<file path="src/hdl/tfst_pkg.sv">
// ============================================================================
// tfst_pkg
// Shared types and constants of the TCP flow session tracker: header check
// limits, action codes, flow key layout and controller/datapath handshake.
// ============================================================================
`default_nettype none

package tfst_pkg;

  // Action codes of an input word
  localparam logic ACT_PACKET = 1'b0;
  localparam logic ACT_CLEAR  = 1'b1;

  // Header check limits
  localparam logic [3:0] IP_VERSION_V4 = 4'h4;
  localparam logic [3:0] MIN_HDR_WORDS = 4'd5;

  // Four-tuple of a flow
  typedef struct packed {
    logic [31:0] saddr;
    logic [31:0] daddr;
    logic [15:0] sport;
    logic [15:0] dport;
  } flow_key_t;

  // One table entry
  typedef struct packed {
    logic      vld;
    flow_key_t key;
  } flow_entry_t;

  // Controller states
  typedef enum logic [2:0] {
    ST_INIT,
    ST_IDLE,
    ST_CLEAR,
    ST_SCAN,
    ST_DRAIN,
    ST_UPDATE
  } ctrl_state_t;

  // Controller to datapath
  typedef struct packed {
    logic load;    // capture the word, rewind the address
    logic sweep;   // write an invalid entry at the address, advance
    logic scan;    // read the entry at the address, advance
    logic update;  // commit table change and issue the result
  } fsm_cmd_t;

  // Datapath to controller
  typedef struct packed {
    logic in_clear;   // word at the ports is a clear action
    logic in_hdr_ok;  // header at the ports passes the checks
    logic addr_last;  // address is at the last entry
  } fsm_sts_t;

endpackage

`default_nettype wire

</file>
<file path="src/hdl/tfst_ctrl.sv">
// ============================================================================
// tfst_ctrl
// Sequencer of the flow tracker: init sweep after reset, clear sweep,
// table scan, and the final update/result cycle.
// ============================================================================
`default_nettype none

module tfst_ctrl (
  input  wire logic              clk,
  input  wire logic              rst_n,
  input  wire logic              start,
  input  wire tfst_pkg::fsm_sts_t sts,
  output tfst_pkg::fsm_cmd_t     cmd,
  output logic                   busy
);

  tfst_pkg::ctrl_state_t state_r, state_nxt;

  // State register
  always_ff @(posedge clk) begin
    if (!rst_n) begin
      state_r <= tfst_pkg::ST_INIT;
    end else begin
      state_r <= state_nxt;
    end
  end

  // Next state
  always_comb begin
    state_nxt = state_r;
    unique case (state_r)
      tfst_pkg::ST_INIT: begin
        if (sts.addr_last) state_nxt = tfst_pkg::ST_IDLE;
      end
      tfst_pkg::ST_IDLE: begin
        if (start) begin
          if (sts.in_clear)       state_nxt = tfst_pkg::ST_CLEAR;
          else if (sts.in_hdr_ok) state_nxt = tfst_pkg::ST_SCAN;
          else                    state_nxt = tfst_pkg::ST_UPDATE;
        end
      end
      tfst_pkg::ST_CLEAR: begin
        if (sts.addr_last) state_nxt = tfst_pkg::ST_UPDATE;
      end
      tfst_pkg::ST_SCAN: begin
        if (sts.addr_last) state_nxt = tfst_pkg::ST_DRAIN;
      end
      tfst_pkg::ST_DRAIN:  state_nxt = tfst_pkg::ST_UPDATE;
      tfst_pkg::ST_UPDATE: state_nxt = tfst_pkg::ST_IDLE;
      default:             state_nxt = tfst_pkg::ST_INIT;
    endcase
  end

  // Commands
  always_comb begin
    cmd  = '0;
    busy = 1'b1;
    unique case (state_r)
      tfst_pkg::ST_INIT:   cmd.sweep = 1'b1;
      tfst_pkg::ST_IDLE: begin
        busy     = 1'b0;
        cmd.load = start;
      end
      tfst_pkg::ST_CLEAR:  cmd.sweep  = 1'b1;
      tfst_pkg::ST_SCAN:   cmd.scan   = 1'b1;
      tfst_pkg::ST_DRAIN:  cmd        = '0;
      tfst_pkg::ST_UPDATE: cmd.update = 1'b1;
      default:             cmd        = '0;
    endcase
  end

endmodule

`default_nettype wire

</file>
<file path="config.mk">
export PLATFORM = sky130hd
export DESIGN_NAME = tfst_ctrl
export DESIGN_NICKNAME = d
export VERILOG_FILES = /design/src/hdl/tfst_pkg.sv /design/src/hdl/tfst_ctrl.sv
export SDC_FILE = /design/constraint.sdc
export NUM_CORES = 1
export LEC_CHECK = 0
export BUFFER_PORTS_ARGS = -buffer_cell sky130_fd_sc_hd__buf_2
export CORE_AREA = 4 4 41 43
export CTS_BUF_LIST = sky130_fd_sc_hd__clkbuf_8
export CTS_CLUSTER_SIZE = 28
export DETAILED_ROUTE_END_ITERATION = 8
export DIE_AREA = 0 0 45 47
export GPL_TIMING_DRIVEN = 0
export HOLD_SLACK_MARGIN = 0.06
export PLACE_DENSITY = 0.42
export SLEW_MARGIN = 20
export SYNTH_ARGS = -nofsm -noshare
export SYNTH_HDL_FRONTEND = slang
export SYNTH_SLANG_ARGS = --single-unit
</file>
<file path="constraint.sdc">
create_clock -name clk -period 1.75 [get_ports clk]
set_clock_uncertainty 0.2 [all_clocks]
set_input_delay 0.0875 -clock clk [delete_from_list [all_inputs] [get_ports clk]]
set_output_delay 0.0875 -clock clk [all_outputs]
set_load 0.01 [all_outputs]
</file>
==> results.toml <==
[critical_path]
path_cells = "dlygate4sd3_1, buf_2, or4b_1, o311ai_1, a21oi_2"
critPathSlowestCell = "dlygate4sd3_1"
worstPathArrival_ps = 1390
critPathBufInv = 2
start_kind = "input pin"
cp_max_fo = 4
path_delay_family = "buffers and inverters"
cp_slowest_stage_delay_ps = 530
cp.required_ps = 1640
endpoint_kind = "flip-flop"
critical_path_class = "in -> reg"

[logic_synthesis]
yosys_warnings = 0
ys_seq_elements = 3
synth_area_um2 = 215.2
yosysSeqAreaShare = 0.2791
synth_cell_types = 20
postSynthAreaPerCell_um2 = 8.277
synth_cells = 26
syn-num-nets = 32

[power]
switching_power_w = 0.00007488
clkPwrFrac = 0.584
p_int_w = 0.0002537
power_density_nw_per_um2 = 875.3
combPwrFrac = 0.171
power_leakage_nw = 0.1637
ir_drop_mv = 0.3428
pwr-share-seq = 0.245
p_sw_frac = 0.2279

[global_route]
gr-total-overflow = 0
grt_usage = 0.05998
first_global_vias = 233
antenna_found_initial = 0
grt_pass1_wl_um = 883
grt_max_degree = 11

[clock_tree]
clkTransAtPathRegs_ps = 30
cts_tree = "done"
cts-buffers-inserted = 3
clkLatencyLatePin_ps = 210
h-tree-depth = 1
post_cts_buffers = 0
cts_root_buffer = "clkbuf_8"
cts.path.max_buffers = 2
clock-sinks = 3

[layout]
largest_register_ffs = 3
post-route-util = 0.2885
areaGrowthSynthToFinish_pct = 74.42
fillers = 151
reg.largest.list = "state_r (3)"
largest-register = "state_r"
drive_gt1_frac = 0.4545
diodes = 0
nets = 51
stdcell_area_um2 = 375.4

[timing]
max_freq_ghz = 0.6674
holdWs_ps = 9.018
fin_crit_ps = 1498
final-setup-viol-count = 0
finalHoldViolations = 0
period_share = 0.8562
setup_tns_ps = 0
relSlewSlack = 0.7843
worst_pin_slew_ps = 319.6
rsz0062_at_grt = "false"
finalMaxSlewViolations = 0

[outcome]
status = "finished, final reports clean"

[drt]
dr.max_layer_used = "met3"
met3WireLength_um = 38
postRouteAntennaNets = 0
drt-total-wl_um = 557
wl_met2_um = 278
wl_per_cell_um = 9.441
drt_iter0_markers = 0
drc = 0
num_vias = 246
wl_met1_um = 240
viasPerCell = 4.169
first_pass_iters = 1

[place]
place_congestion = 0.6404
placed_area_um2 = 284.0
dpl.hpwl_um = 405.7
port_buffers = 10

[floorplan]
start_util = 0.1654
num_rows = 13
die_w_um = 45
ios = 11
die_h_um = 47
dieArea_um2 = 2115
fp.coreArea_um2 = 1301

[worst_hold_path]
hp-class = "in -> reg"

[job]
cap_violations = 0
## synthesized netlist by cell type
cell      n  share of area
dfxtp_1   3           0.28
nor2_1    3          0.052
a21oi_1   2          0.047
nand2b_1  2          0.058
a21oi_2   1          0.041
a32o_1    1          0.047
and2_1    1          0.029
and2b_1   1          0.035
and3b_2   1          0.047
buf_2     1          0.023
inv_1     1          0.017
nand2_1   1          0.017
nor3b_1   1          0.035
o211ai_1  1          0.035
o21bai_1  1          0.035
o311ai_0  1          0.041
o311ai_1  1          0.041
or2b_1    1          0.035
or3b_2    1          0.041
or4b_1    1          0.047
## path summary, 6_finish.rpt
| kind | startpoint | endpoint | slack [ps] | depth (start not counted) |
|---|---|---|---|---|
| setup / recovery | start | state_r[2] | 250 | 5 |
| hold / removal | sts[1] | state_r[1] | 9 | 3 |
| setup reg to reg | state_r[1] | state_r[2] | 410 | 3 |
| hold reg to reg | state_r[0] | state_r[0] | 290 | 1 |
## final cells by class
class,count,area [µm²],area share
multi-input combinational,21,150.1,0.4000
buffer,1,5.005,0.01333
clock inverter,1,3.754,0.01000
sequential,3,62.56,0.1667
tap,15,18.77,0.05000
timing repair buffer,14,90.09,0.2400
inverter,1,3.754,0.01000
clock buffer,3,41.29,0.1100
## power by group through the flow
| stage | registers (W) | logic, W | clock network, W |
|---|---|---|---|
| finish | 0.0000804 | 0.0000562 | 0.000192 |
| global route | 0.0000810 | 0.0000632 | 0.000204 |
| CTS | 0.0000794 | 0.0000557 | 0.000200 |
| detailed placement | 0.0000803 | 0.0000491 | 0 |
| global placement | 0.0000806 | 0.0000494 | 0 |
| floorplan | 0.0000787 | 0.0000300 | 0 |
## metal layers
metal | GRT usage | vias to the layer above
met5 | 0 | -
met4 | 0.07018 | 0
met3 | 0.01149 | 0
met2 | 0.09322 | 6
met1 | 0.06349 | 107
li1 | - | 133
## placed cells by master (no fill, tap or decap), drive strengths merged
master / Yosys / layout
or2b: 1 / 1
o311ai: 2 / 2
a21oi: 3 / 3
and3b: 1 / 1
or4b: 1 / 1
o211ai: 1 / 1
dlygate4sd3: 0 / 4
or3b: 1 / 1
dfxtp: 3 / 3
nand2b: 2 / 2
a32o: 1 / 1
nand2: 1 / 1
nor2: 3 / 3
inv: 1 / 2
nor3b: 1 / 1
and2: 1 / 1
and2b: 1 / 1
buf: 1 / 11
o21bai: 1 / 1
clkbuf: 0 / 3
## tightest hold or removal path, stage by stage
cell and delay [ps]:
buf_2 90, o211ai_1 90, a21oi_2 120
## kinds of logic after synthesis
logic type,count (synthesis),synth area share
buf+inv,2,0.04066
compound gates,8,0.2849
flops,3,0.2791
simple gates,13,0.3954
## metrics by stage
step / total power (W) / setup WS [ps] / instances
after floorplan: 0.0001087 / 448.5 / 26
after global placement: 0.0001300 / 377.7 / 51
after detailed placement: 0.0001294 / 392.4 / 51
after CTS: 0.0003349 / 26.32 / 59
after global routing: 0.0003480 / 196.0 / 59
final: 0.0003285 / 251.7 / 59
## repair_timing
| action | CTS | global route |
|---|---|---|
| endpoints found under the hold margin | 3 | 1 |
| endpoints found under the setup margin | 0 | 1 |
| hold buffers | 4 | 1 |
| resized for setup | 0 | 3 |
(Power assumes the default switching activity.)
